File: src/rtl/kdcr_pkg.sv
`default_nettype none
// ----------------------------------------------------------------------------
// Keypad qualifier package
// Payload types, command and result codes and register indexes shared by
// the keypad debounce, combination and auto-repeat block.
// ----------------------------------------------------------------------------
package kdcr_pkg;

   // Key word layout: single keys in the low bits, combination group bits above.
   localparam int RAW_KEYS = 8;
   localparam int COMBOS   = 4;
   localparam int WORD_W   = RAW_KEYS + COMBOS;
   localparam int TIMER_W  = 16;
   localparam int COUNT_W  = 4;

   // Configuration port.
   localparam int CSR_INDEX_W = 3;
   localparam int CSR_DATA_W  = 8;
   localparam logic [CSR_INDEX_W-1:0] REG_DEBOUNCE_LIMIT  = 3'd0;
   localparam logic [CSR_INDEX_W-1:0] REG_COMBO_PATTERN_0 = 3'd1;
   localparam logic [COUNT_W-1:0]     DEBOUNCE_LIMIT_RESET = 4'd5;

   // Commands carried by a request transaction.
   localparam logic [2:0] CMD_SCAN       = 3'd0;
   localparam logic [2:0] CMD_QUERY      = 3'd1;
   localparam logic [2:0] CMD_MASK_ONCE  = 3'd2;
   localparam logic [2:0] CMD_RECAPTURE  = 3'd3;
   localparam logic [2:0] CMD_READ_EVENT = 3'd4;

   // Scan event codes, also the stored event code.
   localparam logic [1:0] EV_NONE     = 2'd0;
   localparam logic [1:0] EV_CHANGE   = 2'd1;
   localparam logic [1:0] EV_CONTINUE = 2'd2;

   // Query answers.
   localparam logic [1:0] KEY_NONE   = 2'd0;
   localparam logic [1:0] KEY_DOWN   = 2'd1;
   localparam logic [1:0] KEY_UP     = 2'd2;
   localparam logic [1:0] KEY_REPEAT = 2'd3;

   typedef struct packed {
      logic [2:0]         command;
      logic [RAW_KEYS-1:0] raw_keys;
      logic [WORD_W-1:0]  key_select;
      logic [TIMER_W-1:0] first_delay;
      logic [TIMER_W-1:0] repeat_delay;
      logic               no_repeat;
   } req_payload_type;

   typedef struct packed {
      logic [1:0] scan_event;
      logic [1:0] key_result;
      logic       event_pending;
   } rsp_payload_type;

endpackage
`default_nettype wire

File: src/rtl/key_debounce_combo_repeat.sv
`default_nettype none
// ----------------------------------------------------------------------------
// Keypad qualifier with debounce, combination keys and auto-repeat
// Debounces eight key pins per scan tick, folds configured pin patterns into
// combination keys, and answers per-key queries with push, release and
// auto-repeat events.
// ----------------------------------------------------------------------------
//
//   Channel | Direction | Handshake             | Payload
//   --------+-----------+-----------------------+-----------------------------
//   req     | in        | req_valid / req_ready | kdcr_pkg::req_payload_type
//   rsp     | out       | rsp_valid / rsp_ready | kdcr_pkg::rsp_payload_type
//   csr     | in        | csr_valid / csr_ready | csr_index, csr_data
//
// A request transaction is captured in an input register, evaluated against
// the key state, and its result lands in the output register; one transaction
// is taken every cycle while the response side is not stalled.
// The key state registers update in the same cycle the result is registered.
// A stalled response holds the input register; the request side keeps
// accepting while the input register is empty or moving on.
// Synchronous active-high reset clears the valid flags and the key state and
// returns the debounce limit to five and every combination pattern to zero.
// The configuration port is always ready and takes effect the next cycle.
// ----------------------------------------------------------------------------
module key_debounce_combo_repeat (
   input  wire                                clock,
   input  wire                                reset,
   input  wire                                req_valid,
   output logic                               req_ready,
   input  kdcr_pkg::req_payload_type          req_payload,
   output logic                               rsp_valid,
   input  wire                                rsp_ready,
   output kdcr_pkg::rsp_payload_type          rsp_payload,
   input  wire                                csr_valid,
   output logic                               csr_ready,
   input  wire [kdcr_pkg::CSR_INDEX_W-1:0]    csr_index,
   input  wire [kdcr_pkg::CSR_DATA_W-1:0]     csr_data
);
   import kdcr_pkg::*;

   // Configuration registers.
   logic [COUNT_W-1:0]  debounce_limit_ff;
   logic [RAW_KEYS-1:0] combo_pattern_ff [COMBOS];

   // Pipeline registers.
   logic            stage_valid_ff;
   req_payload_type stage_ff;
   logic            rsp_valid_ff;
   rsp_payload_type rsp_ff;
   rsp_payload_type rsp_in;

   // Key state.
   logic [WORD_W-1:0]  last_word_ff,   last_word_in;
   logic [WORD_W-1:0]  change_word_ff, change_word_in;
   logic [WORD_W-1:0]  state_word_ff,  state_word_in;
   logic [WORD_W-1:0]  mask_word_ff,   mask_word_in;
   logic [WORD_W-1:0]  repeat_word_ff, repeat_word_in;
   logic [TIMER_W-1:0] first_timer_ff,  first_timer_in;
   logic [TIMER_W-1:0] repeat_timer_ff, repeat_timer_in;
   logic [COUNT_W-1:0] change_count_ff, change_count_in;
   logic [COUNT_W-1:0] hold_count_ff,   hold_count_in;
   logic [1:0]         event_code_ff,   event_code_in;

   logic req_fire;
   logic fire;

   // Scan word after combination matching.
   logic [WORD_W-1:0] scan_word;
   logic [WORD_W-1:0] combo_mask;
   logic              combo_found;

   assign csr_ready   = 1'b1;
   assign fire        = stage_valid_ff && (!rsp_valid_ff || rsp_ready);
   assign req_ready   = !stage_valid_ff || fire;
   assign req_fire    = req_valid && req_ready;
   assign rsp_valid   = rsp_valid_ff;
   assign rsp_payload = rsp_ff;

   // Configuration writes. Indexes past the last pattern are ignored.
   always_ff @(posedge clock) begin
      if (reset) begin
         debounce_limit_ff <= DEBOUNCE_LIMIT_RESET;
         for (int k = 0; k < COMBOS; k++) begin
            combo_pattern_ff[k] <= '0;
         end
      end else if (csr_valid && csr_ready) begin
         if (csr_index == REG_DEBOUNCE_LIMIT) begin
            debounce_limit_ff <= csr_data[COUNT_W-1:0];
         end
         for (int k = 0; k < COMBOS; k++) begin
            if (csr_index == REG_COMBO_PATTERN_0 + CSR_INDEX_W'(k)) begin
               combo_pattern_ff[k] <= csr_data[RAW_KEYS-1:0];
            end
         end
      end
   end

   // Input register and output register with their valid flags.
   always_ff @(posedge clock) begin
      if (reset) begin
         stage_valid_ff <= 1'b0;
         rsp_valid_ff   <= 1'b0;
      end else begin
         if (req_fire) begin
            stage_valid_ff <= 1'b1;
         end else if (fire) begin
            stage_valid_ff <= 1'b0;
         end
         if (fire) begin
            rsp_valid_ff <= 1'b1;
         end else if (rsp_ready) begin
            rsp_valid_ff <= 1'b0;
         end
      end
   end

   always_ff @(posedge clock) begin
      if (req_fire) begin
         stage_ff <= req_payload;
      end
      if (fire) begin
         rsp_ff <= rsp_in;
      end
   end

   // Combination matching. Once a pattern matches, the found flag keeps the
   // later patterns from matching, so the lowest matching pattern wins and
   // the word holds only that group bit.
   always_comb begin
      scan_word   = {{COMBOS{1'b0}}, stage_ff.raw_keys};
      combo_mask  = '0;
      combo_found = 1'b0;
      for (int k = 0; k < COMBOS; k++) begin
         if (!combo_found && combo_pattern_ff[k] != '0 &&
             stage_ff.raw_keys == combo_pattern_ff[k]) begin
            combo_found             = 1'b1;
            scan_word               = '0;
            scan_word[RAW_KEYS + k] = 1'b1;
            combo_mask              = {{COMBOS{1'b0}}, combo_pattern_ff[k]};
         end
      end
   end

   // Per-command state update and result.
   always_comb begin
      logic [COUNT_W:0]  change_next;
      logic [COUNT_W:0]  hold_next;
      logic [COUNT_W:0]  limit_ext;
      logic [WORD_W-1:0] sel;
      logic [1:0]        ev;

      change_next = {1'b0, change_count_ff} + (COUNT_W+1)'(1);
      hold_next   = {1'b0, hold_count_ff} + (COUNT_W+1)'(1);
      limit_ext   = {1'b0, debounce_limit_ff};
      sel         = stage_ff.key_select;
      ev          = EV_NONE;

      last_word_in    = last_word_ff;
      change_word_in  = change_word_ff;
      state_word_in   = state_word_ff;
      mask_word_in    = mask_word_ff;
      repeat_word_in  = repeat_word_ff;
      first_timer_in  = first_timer_ff;
      repeat_timer_in = repeat_timer_ff;
      change_count_in = change_count_ff;
      hold_count_in   = hold_count_ff;
      event_code_in   = event_code_ff;
      rsp_in          = '0;

      if (fire) begin
         case (stage_ff.command)
            CMD_SCAN: begin
               if (first_timer_ff != '0) begin
                  first_timer_in = first_timer_ff - TIMER_W'(1);
               end
               if (repeat_timer_ff != '0) begin
                  repeat_timer_in = repeat_timer_ff - TIMER_W'(1);
               end
               mask_word_in = mask_word_ff | combo_mask;
               if (scan_word != last_word_ff) begin
                  hold_count_in = '0;
                  if (change_next > limit_ext) begin
                     change_count_in = '0;
                     change_word_in  = scan_word ^ last_word_ff;
                     last_word_in    = scan_word;
                     state_word_in   = scan_word;
                     ev              = EV_CHANGE;
                  end else begin
                     change_count_in = change_next[COUNT_W-1:0];
                  end
               end else begin
                  change_count_in = '0;
                  if (scan_word != '0) begin
                     if (hold_next > limit_ext) begin
                        hold_count_in = '0;
                        state_word_in = scan_word;
                        ev            = EV_CONTINUE;
                     end else begin
                        hold_count_in = hold_next[COUNT_W-1:0];
                     end
                  end else begin
                     // All keys released: drop masks and repeat tracking.
                     hold_count_in  = '0;
                     state_word_in  = '0;
                     mask_word_in   = '0;
                     repeat_word_in = '0;
                  end
               end
               event_code_in     = ev;
               rsp_in.scan_event = ev;
            end
            CMD_QUERY: begin
               if ((mask_word_ff & sel) != '0) begin
                  rsp_in.key_result = KEY_NONE;
               end else if ((repeat_word_ff & sel) != '0) begin
                  if ((change_word_ff & sel) != '0) begin
                     change_word_in = '0;
                     if ((state_word_ff & sel) == '0) begin
                        rsp_in.key_result = KEY_UP;
                     end
                  end
                  if ((state_word_ff & sel) != '0 && first_timer_ff == '0 &&
                      repeat_timer_ff == '0) begin
                     repeat_timer_in   = stage_ff.repeat_delay;
                     rsp_in.key_result = KEY_REPEAT;
                  end
               end else if ((change_word_ff & sel) != '0) begin
                  change_word_in = '0;
                  if ((state_word_ff & sel) != '0) begin
                     if (stage_ff.no_repeat) begin
                        first_timer_in  = '0;
                        repeat_timer_in = '0;
                     end else begin
                        repeat_word_in  = repeat_word_ff | sel;
                        first_timer_in  = stage_ff.first_delay;
                        repeat_timer_in = '0;
                     end
                     rsp_in.key_result = KEY_DOWN;
                  end else begin
                     rsp_in.key_result = KEY_UP;
                  end
               end
            end
            CMD_MASK_ONCE: begin
               mask_word_in = mask_word_ff | sel;
            end
            CMD_RECAPTURE: begin
               last_word_in   = last_word_ff & ~sel;
               repeat_word_in = repeat_word_ff & ~sel;
            end
            CMD_READ_EVENT: begin
               if (event_code_ff != EV_NONE) begin
                  event_code_in        = EV_NONE;
                  rsp_in.event_pending = 1'b1;
               end
            end
            default: begin
            end
         endcase
      end
   end

   always_ff @(posedge clock) begin
      if (reset) begin
         last_word_ff    <= '0;
         change_word_ff  <= '0;
         state_word_ff   <= '0;
         mask_word_ff    <= '0;
         repeat_word_ff  <= '0;
         first_timer_ff  <= '0;
         repeat_timer_ff <= '0;
         change_count_ff <= '0;
         hold_count_ff   <= '0;
         event_code_ff   <= EV_NONE;
      end else begin
         last_word_ff    <= last_word_in;
         change_word_ff  <= change_word_in;
         state_word_ff   <= state_word_in;
         mask_word_ff    <= mask_word_in;
         repeat_word_ff  <= repeat_word_in;
         first_timer_ff  <= first_timer_in;
         repeat_timer_ff <= repeat_timer_in;
         change_count_ff <= change_count_in;
         hold_count_ff   <= hold_count_in;
         event_code_ff   <= event_code_in;
      end
   end

   // A key word is either settling toward a change or being held, never both.
   assert property (@(posedge clock) disable iff (reset)
      !(change_count_ff != '0 && hold_count_ff != '0))
      else $error("change and hold counts both running");

   // A response carries at most one kind of answer.
   assert property (@(posedge clock) disable iff (reset)
      rsp_valid_ff |-> $countones({rsp_ff.scan_event != EV_NONE,
                                   rsp_ff.key_result != KEY_NONE,
                                   rsp_ff.event_pending}) <= 1)
      else $error("response carries more than one answer");

   // A scan that reports an event leaves it pending for a later read.
   assert property (@(posedge clock) disable iff (reset)
      (fire && rsp_in.scan_event != EV_NONE) |=> event_code_ff != EV_NONE)
      else $error("reported scan event not recorded");

   // A transaction in the input register is not dropped while the output stalls.
   assert property (@(posedge clock) disable iff (reset)
      (stage_valid_ff && !fire) |=> stage_valid_ff)
      else $error("stalled transaction lost from input register");

endmodule
`default_nettype wire

File: config.mk
export PLATFORM = sky130hd
export DESIGN_NAME = key_debounce_combo_repeat
export DESIGN_NICKNAME = d
export VERILOG_FILES = /design/src/rtl/kdcr_pkg.sv /design/src/rtl/key_debounce_combo_repeat.sv
export SDC_FILE = /design/constraint.sdc
export NUM_CORES = 1
export LEC_CHECK = 0
export BUFFER_PORTS_ARGS = -buffer_cell sky130_fd_sc_hd__buf_2
export CORE_AREA = 8 8 158 160
export CTS_CLUSTER_DIAMETER = 50
export DETAILED_ROUTE_END_ITERATION = 6
export DIE_AREA = 0 0 166 168
export PLACE_DENSITY = 0.71
export RECOVER_POWER = 50
export SLEW_MARGIN = 20
export SYNTH_ARGS = -nofsm -noshare
export SYNTH_HDL_FRONTEND = slang
export SYNTH_SLANG_ARGS = --single-unit
export TNS_END_PERCENT = 5
File: constraint.sdc
create_clock -name clock -period 3.85 [get_ports clock]
set_input_delay 0.77 -clock clock [delete_from_list [all_inputs] [get_ports clock]]
set_output_delay 0.77 -clock clock [all_outputs]
set_load 0.05 [all_outputs]
==> Word level (Yosys, flattened, before mapping) <==
Memory sizes are Yosys's and may differ from the RTL's.
Index checks and enable logic that the tools add are counted.
{ "op_classes": {"add_sub_neg": 4, "multipliers": 0, "div_mod_pow": 0, "order_cmp": 2, "n_eq_ne": 30, "n_shift": 0, "muxes": 91, "bitwise_logic": 16, "n_reduce_logical": 53} }
{ "ops": {"columns": ["cell", "count"], "rows": [
  ["$mux W12", 24],
  ["$mux W16", 12],
  ["$and A12 B12 Y12", 6],
  ["$pmux W12 S2", 3],
  ["$pmux W16 S2", 2],
  ["$reduce_bool A12 Y1", 5],
  ["$mux W8", 5],
  ["$or A12 B12 Y12", 3],
  ["$pmux W12 S3", 1],
  ["$eq A8 B8 Y1", 4],
  ["$logic_not A16 Y1", 2],
  ["$reduce_bool A16 Y1", 2],
  ["$reduce_bool A8 Y1", 4],
  ["$sub A16 B1 Y16 const B", 2],
  ["$mux W1", 27],
  ["$ne A2 B2 Y1 const B", 12],
  ["$mux W2", 10],
  ["$mux W4", 5],
  ["$reduce_and A7 Y1", 2],
  ["$reduce_bool A2 Y1", 7],
  ["$eq A3 B2 Y1 const B", 4],
  ["$logic_not A12 Y1", 1],
  ["$ne A12 B12 Y1", 1],
  ["$not A12 Y12", 1],
  ["23 further kinds", 51]
]} }
{ "word_totals": {"ff_bits": 169, "latch_bits": 0, "ramBits": 32, "rom_bits": 0, "input_bits": 72, "output_inout_bits": 8, "elab_cells": 219, "n_memories": 1} }
{ "mem_list": {"columns": ["name", "words", "width", "read_ports", "rd_clocked_by_memory_dff", "wr", "line", "source"], "rows": [
  ["combo_pattern_ff", 4, 8, 4, 0, 4, "key_debounce_combo_repeat.sv:43", "logic [RAW_KEYS-1:0] combo_pattern_ff [COMBOS];"]
]} }

==> Logic depth before layout (Yosys ltp) <==
Gate-level depths: netlist of run 1.
An unclocked memory read counts as a cell.
{ "logic_depth": {"depth_word": 20, "mapped_depth": 13, "depth_no_buf": 11} }

==> Worst setup path before layout of run 1 <==
Ideal clock, no wire load.
{ "synth_path": {"kind": "reg-to-reg", "start": "reg stage_ff[49] (netlist bit)", "end": "reg state_word_ff[1]", "setup_time_ns": 0.115, "t_arrival_ns": 3.141, "required_time_ns": 3.735, "slack_ns": 0.594, "path_stages_with_launch": 13, "n_path_buf": 3, "synth_period_minus_slack_ns": 3.256, "cell_sequence": "edfxtp_1 -> buf_2 -> xor2_1 -> a211o_1 -> nor4_4 -> nor4bb_1 -> buf_2 -> a2111oi_4 -> o221ai_2 -> or4_1 -> buf_2 -> and3_1 -> o21a_1"} }
{ "synth_between": {"elab_chain_len": 18, "elab_cells_between_ends": 30, "cone_classes": "7 x eq/ne; 11 x mux; 12 x reduce/logical"} }
{ "synth_rtl": {"columns": ["element", "line", "source"], "rows": [
  ["start: declaration", "key_debounce_combo_repeat.sv:47", "req_payload_type stage_ff;"],
  ["start signal: assignment", "key_debounce_combo_repeat.sv:119", "stage_ff <= req_payload;"],
  ["$eq A8 B8 Y1", "key_debounce_combo_repeat.sv:135", "stage_ff.raw_keys == combo_pattern_ff[k]) begin"],
  ["$logic_and A1 B1 Y1", "key_debounce_combo_repeat.sv:134", "if (!combo_found && combo_pattern_ff[k] != '0 &&"],
  ["$mux W1", "key_debounce_combo_repeat.sv:134", null],
  ["$logic_not A1 Y1", "key_debounce_combo_repeat.sv:134", null],
  ["$logic_and A1 B1 Y1 (2 in a row)", "key_debounce_combo_repeat.sv:134", null],
  ["$mux W1", "key_debounce_combo_repeat.sv:134", null],
  ["$logic_not A1 Y1", "key_debounce_combo_repeat.sv:134", null],
  ["$logic_and A1 B1 Y1 (2 in a row)", "key_debounce_combo_repeat.sv:134", null],
  ["$mux W1", "key_debounce_combo_repeat.sv:134", null],
  ["$logic_not A1 Y1", "key_debounce_combo_repeat.sv:134", null],
  ["$logic_and A1 B1 Y1 (2 in a row)", "key_debounce_combo_repeat.sv:134", null],
  ["$mux W12 (*)", "key_debounce_combo_repeat.sv:134", null],
  ["$ne A12 B12 Y1 (tied with other cells)", "key_debounce_combo_repeat.sv:180", "if (scan_word != last_word_ff) begin"],
  ["$ne A3 B2 Y1 (no source line) (tied with other cells)", null, null],
  ["$reduce_and A4 Y1 (no source line) / $mux W12 (equally long branches)", null, null],
  ["end signal: assignment", "key_debounce_combo_repeat.sv:278", "state_word_ff <= state_word_in;"],
  ["end: declaration", "key_debounce_combo_repeat.sv:55", "logic [WORD_W-1:0] state_word_ff, state_word_in;"]
]} }
Every way passes the cells marked *; elsewhere a longest branch is shown, timed or not. The select of a mux whose other input is x is not followed.
A chain may end at the register's enable or synchronous reset.

==> Worst setup path in the final report of run 1 <==
{ "layout_path": {"start": "reg stage_ff[47] (netlist bit)", "end": "reg state_word_ff[2]"} }
Same word-level chain as after synthesis.

==> flow_metrics.env, run 1 <==
export IMPL_slew_violations=71
export IMPL_cp_start_kind="register"
export IMPL_pwr_share_seq_pct=43.4
export IMPL_die_h_um=168
export IMPL_swShare_pct=24.4
export IMPL_min_to="stage_ff[14]"
export IMPL_powerDensity_mw_per_mm2=473
export IMPL_path_class="register to register"
export IMPL_worstReg2RegStart="stage_ff[47]"
export IMPL_synth_area_leader_cell="edfxtp_1"
export IMPL_synthFlopType="dfxtp_1"
export IMPL_synthArstFlopShare_pct=0
export IMPL_grt_first_pass_wirelength_mm=42.9
export IMPL_combPwrFrac_pct=8.5
export IMPL_fmax_mhz=278
export IMPL_first_global_vias=7820
export IMPL_drtIter0Drc=740
export IMPL_wl_per_cell_um=19.1
export IMPL_numCtsBuffers=26
export IMPL_cts_tree="yes"
export IMPL_vias_per_cell=5.90
export IMPL_synth_cell_type_count=65
export IMPL_maxSlewHeadroom_pct=-27.6
export IMPL_yosys_register_bits=201
export IMPL_wl_mm=26.7
export IMPL_worstPathRequired_ps=4260
export IMPL_power_frac_clock_pct=48.1
export IMPL_clk_latency_ps=540
export IMPL_hpwl_mm=18.8
export IMPL_die_x_um=166
export IMPL_yosysTopAreaCellShare_pct=28.1
export IMPL_worst_pin_slew_ps=1910
export IMPL_failed_checks="max-capacitance violations, max-slew violations"
export IMPL_hold_viol=0
export IMPL_io_pins=80
export IMPL_dp_cells=1349
export IMPL_crit_fanout=20
export IMPL_yosysSeqAreaShare_pct=49.9
export IMPL_root_buffer="clkbuf_16"
export IMPL_p_leak_nw=4.30
export IMPL_fin_skew_ps=27.4
export IMPL_finalCritPeriodShare_pct=93.6
export IMPL_gp_congestion=0.905
export IMPL_num_rows=55
export IMPL_synth_edf_count=93
export IMPL_internal_power_mw=4.19
export IMPL_drt_first_pass_iters=5
export IMPL_ant_nets=0
export IMPL_grt_overflow=0
export IMPL_core_area_mm2=0.0224
export IMPL_hold_ws_ps=407
export IMPL_max_cap_violations=2
export IMPL_ir_drop_mv=0.599
export IMPL_crit_arrival_ps=4010
export IMPL_cp_end_kind="register"
export IMPL_ff2ff_setup_slack_ps=250
export IMPL_initial_utilization_pct=44.4
export IMPL_cts_buffer_depth=3
export IMPL_final_cells=1397
export IMPL_antenna_found_initial=0
export IMPL_utilization_pct=52.4
export IMPL_syn_avg_cell_area_um2=9.81
export IMPL_rsz0062_at_grt="no"
export IMPL_io_buffers=78
export IMPL_syn_nets=1097
export IMPL_h_tree_depth=1
export IMPL_synth_area_leaders="edfxtp_1 28%, dfxtp_1 22%, a21oi_1 3.8%"
export IMPL_grtUsageTotal_pct=18.7
export IMPL_p_sw_mw=1.35
export IMPL_setup_tns_ps=0
export IMPL_min_delay_start="req_payload[14]"
export IMPL_antenna_cells=0
export IMPL_finalSetupViolations=0
export IMPL_hold_buffers=0
export IMPL_reg2reg_depth=10
export IMPL_clkTransAtPathRegs_ps=60
export IMPL_netlist_instances=1013
export IMPL_hold_depth=1
export IMPL_drc=0
export IMPL_dieArea_mm2=0.0279
export IMPL_syn_cell_area_mm2=0.00993
export IMPL_cts_sinks=201
export IMPL_r2r_end="state_word_ff[2]"
export IMPL_yosys_warnings=0
export IMPL_post_cts_setup_buffers=0
export IMPL_hp_class="primary input to register"
export IMPL_min_period_ps=3600
export IMPL_area_growth_syn_to_layout_pct=18.0
export IMPL_drive_above_1_share_pct=15.6
export IMPL_nNetsFinal=1176
export IMPL_status="complete, but fails checks"
export IMPL_grt_max_degree=39
export IMPL_num_vias=8236
[worst max-delay path: stages (launching register included)]
cell       delay, ps
edfxtp_1         610
xor2_1           250
nor4_1           330
o211ai_1         230
nor4bb_1         220
buf_4            200
a2111oi_4        330
o221ai_2         230
or4_4            680
and3_1           220
o21a_1           170
[kinds of logic (layout without fill, tap and decap cells)]
logic type / Yosys count / count (layout) / share of synthesized area, %
adder cells (fa/ha/maj): 12 / 12 / 1.51
other: 1 / 1 / 0.0378
flip-flops: 201 / 201 / 49.9
AO/OA/AOI/OAI: 306 / 306 / 21.7
multiplexers: 5 / 5 / 0.504
buffers and inverters: 93 / 192 / 3.69
AND/OR/NAND/NOR: 335 / 335 / 17.4
XOR/XNOR: 60 / 60 / 5.29
[stage by stage]
step	worst slack, ps	power (mW)	cell area [µm²]
after floorplan	594	2.74	9930
after global placement	92.3	2.91	10700
after detailed placement	0.206	2.91	10700
after CTS	73.9	5.57	11700
after global routing	56.5	5.73	11700
final	248	5.54	11700
[registers in the layout, indices dropped and copies added (netlist names), 5 cells and up]
name and count:
last_word_ff 12, state_word_ff 12, mask_word_ff 12, change_word_ff 12
first_timer_ff 16, repeat_word_ff 12, rsp_payload 5, stage_ff 56
repeat_timer_ff 16, combo_pattern_ff 32
[power groups by stage]
stage | logic, mW | clock network [mW] | registers [mW]
after floorplan | 0.336 | 0 | 2.41
after global placement | 0.458 | 0 | 2.45
after detailed placement | 0.466 | 0 | 2.45
after CTS | 0.469 | 2.70 | 2.40
after global routing | 0.521 | 2.80 | 2.41
final | 0.469 | 2.67 | 2.41
[Yosys cell counts (5+ instances only)]
cell and instances:
buf_2 11, nand3_1 31, nand4_1 8, a211oi_1 22
a21o_1 10, nor2b_1 7, o21ai_0 43, edfxtp_1 93
xnor2_1 27, nor3b_1 7, nand2b_1 10, nor4_1 12
nand3b_1 9, inv_1 19, ha_1 12, nand2_1 58
a221oi_1 18, clkbuf_1 56, xor2_1 33, and3_1 15
mux2i_1 5, a22oi_1 36, a21oi_1 76, or3_1 6
dfxtp_1 108, o221ai_1 8, o2bb2ai_1 12, a31oi_1 7
a32o_1 11, o21a_1 14, buf_1 5, nor3_1 36
o211ai_1 6, nor2_1 83, a22o_1 17, and2_1 37
[metal layers]
metal  part of all wire [%]  GRT usage [%]  up-vias
met1                     45           25.8     3929
li1                       -              -     3960
met2                     46           29.9      299
met5                      0              0        -
met4                    2.4           5.65        0
met3                    6.5           2.71       48
[cells in the final DEF, fill, tap and decap left out, types with 11 or more instances in the layout]
cell type | Yosys | final
xnor2_1 | 27 | 27
edfxtp_1 | 93 | 93
dfxtp_1 | 108 | 108
and3_1 | 15 | 15
clkbuf_16 | 0 | 27
inv_1 | 19 | 19
nor3_1 | 36 | 34
buf_2 | 11 | 68
clkbuf_1 | 56 | 16
a22oi_1 | 36 | 36
and2_0 | 0 | 23
a21oi_1 | 76 | 76
nor2_1 | 83 | 82
o21a_1 | 14 | 14
nor4_1 | 12 | 11
o21ai_0 | 43 | 39
a22o_1 | 17 | 17
and2_1 | 37 | 14
nand3_1 | 31 | 30
o2bb2ai_1 | 12 | 12
nand2_1 | 58 | 58
a221oi_1 | 18 | 18
a32o_1 | 11 | 11
buf_4 | 1 | 42
ha_1 | 12 | 12
xor2_1 | 33 | 33
a211oi_1 | 22 | 22
[final cells by class]
class,count,area (µm²)
clock inverter,17,263
multi-input combinational,719,4650
tap,285,357
clock buffer,31,711
inverter,20,75.1
timing repair buffer,124,708
fill,1973,10600
sequential,201,4950
[timing repair]
item	CTS	global route
endpoints found under the setup margin	8	49
gates resized for setup	1	5
pin swaps	0	0
[worst max-delay path by stage]
stage	endpoint	from	cells after the start	slack, ps
CTS	last_word_ff[4]	stage_ff[47]	10	70
global placement	state_word_ff[3]	stage_ff[47]	9	90
global route	state_word_ff[2]	stage_ff[49]	10	60
floorplan	state_word_ff[1]	stage_ff[49]	12	590
detailed placement	state_word_ff[4]	stage_ff[47]	9	0.2
finish	state_word_ff[2]	stage_ff[47]	10	250
Note: power is estimated with default switching activity, not from simulation.
==> run 2, diff against run 1 <==
--- a/config.mk
+++ b/config.mk
@@ -12,6 +12,7 @@
 export DIE_AREA = 0 0 166 168
 export PLACE_DENSITY = 0.71
 export RECOVER_POWER = 50
+export REMOVE_ABC_BUFFERS = 1
 export SLEW_MARGIN = 20
 export SYNTH_ARGS = -nofsm -noshare
 export SYNTH_HDL_FRONTEND = slang
==> run 2 against run 1 <==
  * The run now ends clean
  * Utilization decreased by 0.74 points
  * Design area decreased by 1.4%
  * Register-to-register slack got worse by 160 ps
  * Flip-flop and latch count unchanged
  * Final cell count decreased by 0.36%
  * Highest routed layer unchanged
==> flow_metrics.env, run 2 (synthesis gave the netlist of run 1 again) <==
export IMPL_numCtsBuffers=25
export IMPL_final_cells=1392
export IMPL_drtIter0Drc=796
export IMPL_hold_depth=1
export IMPL_crit_arrival_ps=4170
export IMPL_antenna_cells=0
export IMPL_slew_violations=0
export IMPL_hpwl_mm=19.1
export IMPL_reg_top3="stage_ff: 56 flops, combo_pattern_ff: 32 flops"
export IMPL_grtUsageTotal_pct=18.7
export IMPL_initial_utilization_pct=44.4
export IMPL_worstPathRequired_ps=4260
export IMPL_worst_pin_slew_ps=1390
export IMPL_post_dp_cell_area_mm2=0.0107
export IMPL_cts_buffer_depth=3
export IMPL_grt_first_pass_wirelength_mm=43.2
export IMPL_hold_viol=0
export IMPL_die_h_um=168
export IMPL_crit_fanout=20
export IMPL_p_leak_nw=4.24
export IMPL_area_growth_syn_to_layout_pct=16.3
export IMPL_num_rows=55
export IMPL_min_period_ps=3760
export IMPL_critPathBufInv=1
export IMPL_powerDensity_mw_per_mm2=449
export IMPL_finalSetupViolations=0
export IMPL_wl_mm=27.2
export IMPL_drive_above_1_share_pct=15.8
export IMPL_drc=0
export IMPL_maxSlewHeadroom_pct=7.45
export IMPL_cts_tree="yes"
export IMPL_reg2reg_depth=10
export IMPL_cp_start_kind="register"
export IMPL_post_cts_setup_buffers=0
export IMPL_fmax_mhz=266
export IMPL_grt_overflow=0
export IMPL_path_cells="nor3_1 > a21oi_1 > o211ai_1 > buf_4 > nand4bb_1 > nor4_1 > o221ai_2 > or4_4 > and3_1 > o21a_1"
export IMPL_io_pins=80
export IMPL_io_buffers=78
export IMPL_max_cap_violations=0
export IMPL_vias_per_cell=5.91
export IMPL_wl_per_cell_um=19.5
export IMPL_crit_cells=10
export IMPL_gp_congestion=0.848
export IMPL_status="finished clean"
export IMPL_clkTransAtPathRegs_ps=60
export IMPL_min_delay_start="req_payload[1]"
export IMPL_cts_sinks=201
export IMPL_h_tree_depth=1
export IMPL_first_global_vias=7963
export IMPL_power_mw=5.18
export IMPL_regMostFlops="stage_ff"
export IMPL_cp_slowest_stage_delay_ps=690
export IMPL_die_x_um=166
export IMPL_largest_reg_flops=56
export IMPL_ff2ff_setup_slack_ps=90
export IMPL_drt_first_pass_iters=5
export IMPL_dieArea_mm2=0.0279
export IMPL_dp_cells=1346
export IMPL_root_buffer="clkbuf_16"
export IMPL_ir_drop_mv=0.292
export IMPL_hp_class="primary input to register"
export IMPL_critPathSlowestCell="or4_4"
export IMPL_grt_max_degree=56
export IMPL_antenna_found_initial=0
export IMPL_final_cell_mix="108 x dfxtp_1, 93 x edfxtp_1, 82 x nor2_1"
export IMPL_rsz0062_at_grt="yes"
export IMPL_cp_end_kind="register"
export IMPL_hold_ws_ps=411
export IMPL_num_vias=8228
export IMPL_cp_top_family="simple AND/OR/NAND/NOR gates"
export IMPL_nNetsFinal=1172
export IMPL_clk_latency_ps=530
export IMPL_finalCritPeriodShare_pct=97.8
export IMPL_worstReg2RegStart="stage_ff[47]"
export IMPL_layout_commonest_cell="dfxtp_1"
export IMPL_fin_skew_ps=16.4
export IMPL_min_to="stage_ff[1]"
export IMPL_r2r_end="state_word_ff[5]"
export IMPL_path_class="register to register"
export IMPL_ant_nets=0
export IMPL_setup_tns_ps=0
export IMPL_core_area_mm2=0.0224
export IMPL_final_design_area_no_fill_mm2=0.0116
[run 2: changes by cell type in the layout (fill, tap and decap cells not counted), moves of 2 or more]
cell       delta
and2_0        +9
clkinv_8      -3
clkbuf_8      +2
clkbuf_1     -10
buf_2         +9
and2_1        -9
bufinv_16     -5
[run 2: layout make-up]
class / count / area (µm²)
fill: 2007 / 10800
timing repair buffer: 121 / 704
tap: 285 / 357
multi-input combinational: 719 / 4630
sequential: 201 / 4950
clock inverter: 12 / 86.3
clock buffer: 34 / 742
inverter: 20 / 75.1
[run 2: through the flow]
step | utilization (%) | worst slack, ps
final | 51.7 | 86.3
after floorplan | - | -201
after global routing | 51.7 | -159
after global placement | 47.9 | -5.70
after detailed placement | 47.9 | -74.9
after CTS | 51.7 | 74.1
[run 2: power breakdown]
group / total, mW / switching [mW] / leakage, nW / internal, mW
Clock: 2.31 / 0.942 / 0.410 / 1.37
Combinational: 0.465 / 0.273 / 2.05 / 0.191
Sequential: 2.41 / 0.0928 / 1.78 / 2.32
Total: 5.18 / 1.31 / 4.24 / 3.88
[run 2: worst max path at each step]
stage | startpoint | end | slack [ps]
after floorplan | stage_ff[46] | last_word_ff[0] | -200
after global routing | stage_ff[47] | state_word_ff[5] | -160
after detailed placement | stage_ff[47] | state_word_ff[6] | -70
after CTS | stage_ff[47] | change_word_ff[6] | 70
after global placement | stage_ff[47] | state_word_ff[5] | -6
final | stage_ff[47] | state_word_ff[5] | 90
[run 2: timing repair]
action / in CTS / in global routing
gates cloned: 0 / 0
hold buffers: 0 / 0
endpoints found under the hold margin: 0 / 0
setup endpoints to repair: 8 / 42
gates resized for setup: 1 / 2
pin swaps: 0 / 1
[run 2: layer usage]
layer | routed length (µm) | share of wire (%) | track usage [%]
met2 | 12300 | 45 | 29.8
met1 | 12500 | 46 | 25.8
met5 | 0 | 0 | 0
met3 | 1850 | 6.8 | 3.23
met4 | 551 | 2.0 | 5.10
